--- src/assert_macros.svh ---
// ----------------------------------------------------------------------------
// Assertion macros
// Concurrent assertion wrappers shared by the RTL; compiled out with
// NO_ASSERTIONS.
// ----------------------------------------------------------------------------
`ifndef ASSERT_MACROS_SVH
`define ASSERT_MACROS_SVH

`ifndef NO_ASSERTIONS
// Property must hold at every clock edge outside reset.
`define ASSERT_PROP(label, clk, rst_n, prop) \
  label: assert property (@(posedge clk) disable iff (!(rst_n)) (prop)) \
    else $error("assertion failed");
// Condition must never be true outside reset.
`define ASSERT_NEVER(label, clk, rst_n, cond) \
  label: assert property (@(posedge clk) disable iff (!(rst_n)) !(cond)) \
    else $error("forbidden condition seen");
`else
`define ASSERT_PROP(label, clk, rst_n, prop)
`define ASSERT_NEVER(label, clk, rst_n, cond)
`endif

`endif

--- src/mkte_pkg.sv ---
// ----------------------------------------------------------------------------
// mkte_pkg
// Types, key tables and constants for the matrix keyboard text entry block.
// ----------------------------------------------------------------------------
`timescale 1ns / 1ps

package mkte_pkg;

  localparam int unsigned MATRIX_KEYS = 35;

  localparam logic [15:0] REPEAT_MS_RESET  = 16'd400;
  localparam logic [7:0]  TEXT_LIMIT_RESET = 8'd80;

  localparam logic [6:0] CH_NONE     = 7'h00;
  localparam logic [6:0] CH_BKSP     = 7'h08;
  localparam logic [6:0] CH_SPACE    = 7'h20;
  localparam logic [6:0] CH_DOLLAR   = 7'h24;
  localparam logic [6:0] CH_TILDE    = 7'h7E;
  localparam logic [6:0] CASE_OFFSET = 7'd32;

  typedef enum logic [1:0] {
    EV_NONE   = 2'd0,
    EV_INSERT = 2'd1,
    EV_ERASE  = 2'd2,
    EV_DONE   = 2'd3
  } event_e;

  typedef enum logic {
    CFG_REPEAT_MS  = 1'b0,
    CFG_TEXT_LIMIT = 1'b1
  } cfg_idx_e;

  typedef enum logic [2:0] {
    KK_CHAR  = 3'd0,
    KK_SYM   = 3'd1,
    KK_ALT   = 3'd2,
    KK_SHL   = 3'd3,
    KK_SHR   = 3'd4,
    KK_ENTER = 3'd5,
    KK_BKSP  = 3'd6
  } key_kind_e;

  typedef struct packed {
    logic [MATRIX_KEYS-1:0] key_matrix;
    logic                   center_pressed;
    logic [9:0]             elapsed_ms;
  } in_item_t;

  typedef struct packed {
    logic [1:0] event_kind;
    logic [6:0] char_code;
    logic [7:0] position;
    logic       buffer_full;
    logic       lock_on;
  } out_item_t;

  // Decoded scan: winning character key plus modifier flags.
  typedef struct packed {
    logic [6:0] chr;
    logic [6:0] symb;
    logic       sym;
    logic       shl;
    logic       shr;
    logic       enter;
  } key_dec_t;

  // Index is column*7+row.
  localparam key_kind_e KEY_KIND [MATRIX_KEYS] = '{
    KK_CHAR, KK_CHAR, KK_SYM,  KK_CHAR, KK_ALT,   KK_CHAR, KK_CHAR,
    KK_CHAR, KK_CHAR, KK_CHAR, KK_CHAR, KK_CHAR,  KK_CHAR, KK_SHL,
    KK_CHAR, KK_CHAR, KK_CHAR, KK_SHR,  KK_CHAR,  KK_CHAR, KK_CHAR,
    KK_CHAR, KK_CHAR, KK_CHAR, KK_ENTER, KK_CHAR, KK_CHAR, KK_CHAR,
    KK_CHAR, KK_CHAR, KK_CHAR, KK_BKSP, KK_CHAR,  KK_CHAR, KK_CHAR
  };

  // Upper case letters and fixed characters.
  localparam logic [6:0] KEY_CHAR [MATRIX_KEYS] = '{
    7'h51, 7'h57, 7'h00, 7'h41, 7'h00, 7'h20, 7'h7E,
    7'h45, 7'h53, 7'h44, 7'h50, 7'h58, 7'h5A, 7'h00,
    7'h52, 7'h47, 7'h54, 7'h00, 7'h56, 7'h43, 7'h46,
    7'h55, 7'h48, 7'h59, 7'h00, 7'h42, 7'h4E, 7'h4A,
    7'h4F, 7'h4C, 7'h49, 7'h08, 7'h24, 7'h4D, 7'h4B
  };

  // Symbol layer.
  localparam logic [6:0] KEY_SYMBOL [MATRIX_KEYS] = '{
    7'h23, 7'h31, 7'h00, 7'h2A, 7'h00, 7'h20, 7'h30,
    7'h32, 7'h34, 7'h35, 7'h40, 7'h38, 7'h37, 7'h00,
    7'h33, 7'h2F, 7'h28, 7'h00, 7'h3F, 7'h39, 7'h36,
    7'h5F, 7'h3A, 7'h29, 7'h00, 7'h21, 7'h2C, 7'h3B,
    7'h2B, 7'h22, 7'h2D, 7'h00, 7'h60, 7'h2E, 7'h27
  };

endpackage

--- src/matrix_keyboard_text_entry.sv ---
// Path: an accepted scan is held in the input register, then is decoded and applied to the
//   entry state as it loads the result register, which takes it only when it is free.
// Throughput: one scan per cycle while out_ready_i does not stall; the state update in the decode stage sets it.
// Stall: out_ready_i low holds the result register and backs up into the input register.
// Reset: rst_ni low clears all entry state and empties both stages; repeat_ms returns to
//   400 and text_limit to 80.
// ----------------------------------------------------------------------------
// matrix_keyboard_text_entry
// Turns key matrix scans into insert / erase / done edit events.
// ----------------------------------------------------------------------------
`timescale 1ns / 1ps
`include "assert_macros.svh"

module matrix_keyboard_text_entry
  import mkte_pkg::*;
(
  input  logic      clk_i,
  input  logic      rst_ni,
  // scan channel
  input  logic      in_valid_i,
  output logic      in_ready_o,
  input  in_item_t  in_i,
  // event channel
  output logic      out_valid_o,
  input  logic      out_ready_i,
  output out_item_t out_o,
  // register write channel
  input  logic      cfg_valid_i,
  output logic      cfg_ready_o,
  input  logic      cfg_index_i,
  input  logic [15:0] cfg_data_i
);

  // --------------------------------------------------------------------------
  // Configuration registers
  // --------------------------------------------------------------------------
  logic [15:0] repeat_ms_q;
  logic [7:0]  text_limit_q;

  assign cfg_ready_o = 1'b1;

  always_ff @(posedge clk_i or negedge rst_ni) begin
    if (!rst_ni) begin
      repeat_ms_q  <= REPEAT_MS_RESET;
      text_limit_q <= TEXT_LIMIT_RESET;
    end else if (cfg_valid_i) begin
      unique case (cfg_idx_e'(cfg_index_i))
        CFG_REPEAT_MS:  repeat_ms_q  <= cfg_data_i;
        CFG_TEXT_LIMIT: text_limit_q <= cfg_data_i[7:0];
        default: ;
      endcase
    end
  end

  // --------------------------------------------------------------------------
  // Pipeline handshake: input register feeds the update stage, which loads
  // the result register. A stage advances whenever the one after it is free.
  // --------------------------------------------------------------------------
  in_item_t  in_q;
  logic      s1_valid_q;
  logic      s1_fire;
  out_item_t out_q, res;
  logic      out_valid_q;

  assign s1_fire    = s1_valid_q && (!out_valid_q || out_ready_i);
  assign in_ready_o = !s1_valid_q || s1_fire;

  always_ff @(posedge clk_i or negedge rst_ni) begin
    if (!rst_ni) begin
      s1_valid_q <= 1'b0;
    end else if (in_ready_o) begin
      s1_valid_q <= in_valid_i;
    end
  end

  // payload, no reset needed
  always_ff @(posedge clk_i) begin
    if (in_valid_i && in_ready_o) begin
      in_q <= in_i;
    end
  end

  // --------------------------------------------------------------------------
  // Scan decode
  // --------------------------------------------------------------------------
  key_dec_t dec;

  mkte_key_decode u_key_decode (
    .keys_i (in_q.key_matrix),
    .dec_o  (dec)
  );

  // --------------------------------------------------------------------------
  // Entry state
  // --------------------------------------------------------------------------
  logic [7:0]  write_pos_q, write_pos_d;
  logic        full_q, full_d;
  logic [6:0]  prev_key_q, prev_key_d;
  logic        lock_q, lock_d;
  logic        toggled_q, toggled_d;
  logic [15:0] since_q, since_d;
  logic        done_pend_q, done_pend_d;

  logic [16:0] since_sum;
  logic [15:0] since_sat;
  logic [7:0]  wp_inc;
  logic [6:0]  ins_code;
  logic        upper;

  assign since_sum = {1'b0, since_q} + 17'(in_q.elapsed_ms);
  assign since_sat = since_sum[16] ? 16'hFFFF : since_sum[15:0];
  assign wp_inc    = write_pos_q + 8'd1;

  // case selection: symbol layer, else upper case, else lower case (+32)
  assign upper = dec.shl || dec.shr || lock_q || (dec.chr == CH_DOLLAR) ||
                 (dec.chr == CH_SPACE) || (dec.chr == CH_TILDE);

  always_comb begin
    if (dec.sym) begin
      ins_code = dec.symb;
    end else if (upper) begin
      ins_code = dec.chr;
    end else begin
      ins_code = dec.chr + CASE_OFFSET;
    end
  end

  always_comb begin
    write_pos_d = write_pos_q;
    full_d      = full_q;
    prev_key_d  = prev_key_q;
    lock_d      = lock_q;
    toggled_d   = toggled_q;
    since_d     = since_q;
    done_pend_d = done_pend_q;
    res         = '{event_kind: EV_NONE, char_code: CH_NONE, position: write_pos_q,
                    buffer_full: full_q, lock_on: lock_q};

    if (s1_fire) begin
      if (in_q.center_pressed || done_pend_q) begin
        // finish without decoding this scan
        res.event_kind = EV_DONE;
        write_pos_d = '0;
        full_d      = 1'b0;
        prev_key_d  = CH_NONE;
        lock_d      = 1'b0;
        toggled_d   = 1'b0;
        since_d     = '0;
        done_pend_d = 1'b0;
      end else begin
        since_d = since_sat;

        if (dec.chr != prev_key_q) begin
          if (dec.chr == CH_BKSP) begin
            if (write_pos_q != '0) begin
              write_pos_d    = write_pos_q - 8'd1;
              full_d         = 1'b0;
              since_d        = '0;
              res.event_kind = EV_ERASE;
              res.position   = write_pos_q - 8'd1;
            end
          end else if (!full_q && dec.chr != CH_NONE) begin
            write_pos_d    = wp_inc;
            if (wp_inc >= text_limit_q) begin
              full_d = 1'b1;
            end
            since_d        = '0;
            res.event_kind = EV_INSERT;
            res.char_code  = ins_code;
          end
        end

        // shift lock toggles once per press of both shifts
        if (dec.shl && dec.shr && !toggled_q) begin
          lock_d    = !lock_q;
          toggled_d = 1'b1;
        end
        if (!dec.shl || !dec.shr) begin
          toggled_d = 1'b0;
        end

        // repeat timer: forget the key so a held key fires again
        prev_key_d = dec.chr;
        if (since_d > repeat_ms_q) begin
          prev_key_d = CH_SPACE;
          since_d    = '0;
        end

        res.buffer_full = full_d;
        res.lock_on     = lock_d;

        if (dec.enter) begin
          if (res.event_kind == EV_NONE) begin
            res.event_kind = EV_DONE;
            write_pos_d = '0;
            full_d      = 1'b0;
            prev_key_d  = CH_NONE;
            lock_d      = 1'b0;
            toggled_d   = 1'b0;
            since_d     = '0;
            done_pend_d = 1'b0;
          end else begin
            // report the edit now, done on the next transaction
            done_pend_d = 1'b1;
          end
        end
      end
    end
  end

  always_ff @(posedge clk_i or negedge rst_ni) begin
    if (!rst_ni) begin
      write_pos_q <= '0;
      full_q      <= 1'b0;
      prev_key_q  <= CH_NONE;
      lock_q      <= 1'b0;
      toggled_q   <= 1'b0;
      since_q     <= '0;
      done_pend_q <= 1'b0;
    end else begin
      write_pos_q <= write_pos_d;
      full_q      <= full_d;
      prev_key_q  <= prev_key_d;
      lock_q      <= lock_d;
      toggled_q   <= toggled_d;
      since_q     <= since_d;
      done_pend_q <= done_pend_d;
    end
  end

  // --------------------------------------------------------------------------
  // Result register
  // --------------------------------------------------------------------------
  always_ff @(posedge clk_i or negedge rst_ni) begin
    if (!rst_ni) begin
      out_valid_q <= 1'b0;
    end else if (s1_fire) begin
      out_valid_q <= 1'b1;
    end else if (out_ready_i) begin
      out_valid_q <= 1'b0;
    end
  end

  always_ff @(posedge clk_i) begin
    if (s1_fire) begin
      out_q <= res;
    end
  end

  assign out_valid_o = out_valid_q;
  assign out_o       = out_q;

  // --------------------------------------------------------------------------
  // Assertions
  // --------------------------------------------------------------------------
  // an erase always leaves the buffer not full
  `ASSERT_NEVER(a_erase_not_full, clk_i, rst_ni,
                out_valid_q && out_q.event_kind == EV_ERASE && out_q.buffer_full)
  // a pending done only follows an edit loaded in the same transaction
  `ASSERT_PROP(a_pend_after_edit, clk_i, rst_ni,
               $rose(done_pend_q) |-> out_valid_q &&
               (out_q.event_kind == EV_INSERT || out_q.event_kind == EV_ERASE))
  // done returns the entry state to its reset values
  `ASSERT_PROP(a_done_clears, clk_i, rst_ni,
               s1_fire && res.event_kind == EV_DONE |=>
               write_pos_q == '0 && !full_q && !lock_q && !done_pend_q)

endmodule

--- src/mkte_key_decode.sv ---
// ----------------------------------------------------------------------------
// mkte_key_decode
// Scan decoder: last pressed character key in scan order, modifier flags.
// ----------------------------------------------------------------------------
`timescale 1ns / 1ps

module mkte_key_decode
  import mkte_pkg::*;
(
  input  logic [MATRIX_KEYS-1:0] keys_i,
  output key_dec_t               dec_o
);

  always_comb begin
    dec_o = '0;
    // later keys overwrite earlier ones: last in scan order wins
    for (int unsigned i = 0; i < MATRIX_KEYS; i++) begin
      if (keys_i[i]) begin
        unique case (KEY_KIND[i])
          KK_CHAR: begin
            dec_o.chr  = KEY_CHAR[i];
            dec_o.symb = KEY_SYMBOL[i];
          end
          KK_SYM:   dec_o.sym   = 1'b1;
          KK_SHL:   dec_o.shl   = 1'b1;
          KK_SHR:   dec_o.shr   = 1'b1;
          KK_ENTER: dec_o.enter = 1'b1;
          KK_BKSP:  dec_o.chr   = CH_BKSP;
          default: ;
        endcase
      end
    end
  end

endmodule
--- config.mk ---
export PLATFORM = sky130hd
export DESIGN_NAME = matrix_keyboard_text_entry
export DESIGN_NICKNAME = d
export VERILOG_FILES = /design/src/mkte_pkg.sv /design/src/matrix_keyboard_text_entry.sv /design/src/mkte_key_decode.sv
export VERILOG_INCLUDE_DIRS = /design/src /design/src/src
export SDC_FILE = /design/constraint.sdc
export NUM_CORES = 1
export LEC_CHECK = 0
export ABC_AREA = 1
export BUFFER_PORTS_ARGS = -buffer_cell sky130_fd_sc_hd__buf_4
export CAP_MARGIN = 20
export CORE_UTILIZATION = 57
export DETAILED_ROUTE_END_ITERATION = 6
export GPL_ROUTABILITY_DRIVEN = 0
export MAX_ROUTING_LAYER = met4
export PLACE_DENSITY_LB_ADDON = 0.05
export RECOVER_POWER = 50
export REMOVE_ABC_BUFFERS = 1
export SLEW_MARGIN = 40
export SYNTH_ARGS = -nofsm -noshare
export SYNTH_HDL_FRONTEND = slang
export SYNTH_HIERARCHICAL = 1
export SYNTH_SLANG_ARGS = --single-unit
--- constraint.sdc ---
create_clock -name clk_i -period 5.01 [get_ports clk_i]
set_input_delay 0.2505 -clock clk_i [delete_from_list [all_inputs] [get_ports clk_i]]
set_output_delay 0.2505 -clock clk_i [all_outputs]
set_load 0.05 [all_outputs]
* Word level (Yosys, flattened, before mapping) *
Index checks and enable logic that the tools add are counted.

cells by class
  add/sub/neg operators = 4
  $lt $le $gt $ge = 2
  eq/ne operators = 5
  multiplexer cells = 91
  bitwise logic cells = 1
  reduce and logical (&&, ||, !) cells = 29

operators with widths
  cell                                                                    number
  14-bit two-way mux                                                      29
  16-bit two-way mux                                                      11
  8-bit two-way mux                                                       9
  7-bit two-way mux                                                       8
  17-bit two-way mux                                                      3
  1-bit two-way mux                                                       26
  16-bit by 10-bit adder with 17-bit output                               1
  16-bit > comparator                                                     1
  7-bit by 6-bit equality test with 1-bit output (second input constant)  2
  10-bit two-way mux                                                      1
  1-bit logical OR                                                        9
  8-bit by 1-bit adder with 8-bit output (second input constant)          1
  8-bit >= comparator                                                     1
  2-bit two-way mux                                                       4
  8-bit nonzero test                                                      1
  8-bit by 1-bit subtractor with 8-bit output (second input constant)     1
  7-bit by 6-bit adder with 7-bit output (second input constant)          1
  7-bit by 4-bit equality test with 1-bit output (second input constant)  1
  7-bit equality test (second input constant)                             1
  1-bit logical NOT                                                       7
  7-bit inequality test                                                   1
  7-bit nonzero test                                                      1
  2-bit AND reduction                                                     3
  1-bit logical AND                                                       5
  other kinds (3)                                                         4

word-level totals
  flip-flop bits (word level) = 126
  bits of input ports = 68

* Longest topological paths before layout *
  word-level depth = 45
  mapped depth = 40

* Modules after synthesis *
Netlist, hierarchy kept.

modules (own cells, without submodules)
  module                      times used  cells each  area each (µm²)  sequential area each (µm²)
  matrix_keyboard_text_entry  1           873         7158.1           3484.6
  mkte_key_decode             1           200         917.1            0.0

* Worst setup path after synthesis *
OpenSTA, ideal clock, no wires.

  path type = register -> register
  start = register in_q[39] in the netlist's numbering
  end = register since_q[0]
  setup time = 0.129 ns
  data arrival time = 3.618 ns
  required time = 4.881 ns
  path slack = 1.263 ns
  cell stages (with the launch flop) = 27
  buffers on the path = 2
  period minus slack after synthesis = 3.747 ns
  cell sequence = edfxtp_1 > nor2_1 > inv_2 > nor2_2 > nand2_1 > nor2_1 > nand3_1 > nor2_1 > nand4_1 > a21oi_1 > inv_1 > nand2_4 > o21ai_4 > nor2_2 > o21ai_2 > buf_6 > nand2_1 > inv_1 > ha_1 > nand2_1 > nor3_1 > nand2_1 > nand2_1 > nand2_2 > nand2_1 > buf_2 > o21ai_0

RTL lines
  element                 RTL line                           source
  start, declared         matrix_keyboard_text_entry.sv:59   in_item_t in_q;
  start signal, assigned  matrix_keyboard_text_entry.sv:79   in_q <= in_i;
  end signal, assigned    matrix_keyboard_text_entry.sv:226  since_q <= since_d;
  end, declared           matrix_keyboard_text_entry.sv:101  logic [15:0] since_q, since_d;

==> impl_metrics.tcl <==
set metrics [dict create \
    clk_latency_ns 0.42 \
    first_global_vias 6652 \
    fp-row-count 43 \
    post_cts_buffers 0 \
    cts_num_sinks 125 \
    r2r_cells 25 \
    cts_tree "done" \
    max_freq_ghz 0.222 \
    cp_max_fo 14 \
    die_area_sq_mm 0.0146 \
    overflow 0 \
    place_area_sq_mm 0.00888 \
    setup_viol_count_final 0 \
    finalPower_w 0.00364 \
    diodes 0 \
    vias_per_cell 5.18 \
    final_cell_mix "nand2_1 (329), inv_1 (146), nor2_1 (105), nand3_1 (65), edfxtp_1 (64)" \
    worstSetupPathType "reg2reg" \
    track_usage_pct 28.3 \
    clk_pin_slew_worst_paths_ns 0.06 \
    cts_root_buffer "clkbuf_16" \
    cp-start-kind "flip-flop" \
    yosysWarningCount 6 \
    drt.antenna.violating_nets 0 \
    cts_resized 0 \
    post-dp-hpwl_um 13600 \
    r2r-end "since_q[2]" \
    holdWs_ns 0.0355 \
    hold_path.class "in2reg" \
    initialDrtViolationCount 550 \
    postSynthAreaPerCell_sq_um 7.50 \
    cts_buffers 17 \
    final_common_cell "nand2_1" \
    grt_max_degree 62 \
    power_leakage_nw 4.89 \
    final_core_util_pct 70.7 \
    core_area_sq_mm 0.0138 \
    wirelength_um 18900 \
    fin_nets 1310 \
    irDropWorstVdd_uv 269 \
    num_io_pins 90 \
    cts_max_path_buffers 2 \
    tightestPinTransition_ns 3.54 \
    ff2ff_setup_slack_ns 0.51 \
    netlist_area_sq_mm 0.00805 \
    finalHoldViolCount 0 \
    portBuffers 87 \
    rsz0062_at_grt "no" \
    worstSetupEndpoint "since_q[2]" \
    status "finished, violations left" \
    crit_start "in_q[19]" \
    ctsHoldBuffers 31 \
    syn_to_final_growth_pct 21.6 \
    via_count 7234 \
    min_period_over_period_pct 89.9 \
    stdcell_area_sq_mm 0.00978 \
    critPathCaptureType "flip-flop" \
    route.detailed.drc 0 \
    reg2reg_from "in_q[19]" \
    skew_ns 0.00937 \
    drt-wirelength-per-cell_um 13.5 \
    crit_required_ns 5.35 \
    start_util_pct 58.2 \
    min_period_ns 4.50 \
    first_pass_iters 6 \
    slew_headroom_pct -136 \
    fin_setup_tns_ns 0 \
    crit_arrival_ns 4.84 \
    fp.dieW_um 121 \
    netlist_instances 1072 \
    die_y_um 121 \
    drv_cap 2 \
    violations "capacitance limit, slew limit" \
    slew_viol_final 96 \
    drive_gt1_share_pct 15.1 \
    grt_antenna_before_repair 0 \
    grt_pass1_wl_um 31000 \
    fill_cells 1144 \
    htree_levels 4 \
    powerDensity_mw_per_mm2 372 \
]
[report_power, final]
part	total, W	internal, W	switching (W)
registers	0.00134	0.00123	0.000104
logic	0.00109	0.000366	0.000725
clock network	0.00121	0.000748	0.000463
[state kept, by name (all words and copies together), names as in the netlist]
signal and count:
toggled_q 1, out_o 19, write_pos_q 8, text_limit_q 8, in_q 45, s1_valid_q 1, since_q 16, full_q 1
repeat_ms_q 16, done_pend_q 1, out_valid_o 1, lock_q 1, prev_key_q 7
[worst min path at each step]
stage | end | from | cells after the start
after global placement | write_pos_q[4] | rst_ni | 1
after floorplan | done_pend_q | rst_ni | 0
after global routing | in_q[31] | in_i[31] | 1
after detailed placement | write_pos_q[4] | rst_ni | 1
final | in_q[31] | in_i[31] | 1
after CTS | in_q[37] | in_i[37] | 1
[critical path: stages, from the launching register on]
cell,delay (ns)
edfxtp_1,0.45
nor2_1,0.35
nand3_1,0.14
o21ai_1,0.15
nand4_1,0.09
a31oi_1,0.15
nor4_1,0.07
o21ai_1,0.41
inv_2,0.13
nor2_1,0.11
nand2_1,0.09
nor2_4,0.15
inv_2,0.09
nor2_4,0.11
o21ai_2,0.07
buf_4,0.20
nand2_1,0.14
inv_1,0.06
ha_1,0.29
nand2_1,0.07
nor3_1,0.28
nand3_1,0.18
nand2_2,0.11
nand2_1,0.17
buf_4,0.22
o21ai_0,0.13
[metal layers]
metal	track usage (%)	wire, um	vias to the layer above
met3	5.33	947	28
met2	46.4	8970	194
met1	35.7	8680	3287
li1	-	-	3725
met5	-	0	-
met4	8.56	295	0
[area by class of cell]
class | count | area, sq um | area share [%]
Clock buffer | 20 | 447 | 4.57
Clock inverter | 12 | 136 | 1.39
Inverter | 163 | 626 | 6.40
Multi-Input combinational cell | 762 | 3830 | 39.1
Sequential cell | 125 | 3450 | 35.3
Tap cell | 180 | 225 | 2.30
Timing Repair Buffer | 135 | 1070 | 10.9
[metrics by stage]
step                      instances  setup WS [ns]
after floorplan                1050           1.09
after global placement         1329          0.704
after detailed placement       1329          0.691
after CTS                      1392          0.601
after global routing           1397          0.115
final                          1397          0.508
(Power assumes the default switching activity.)
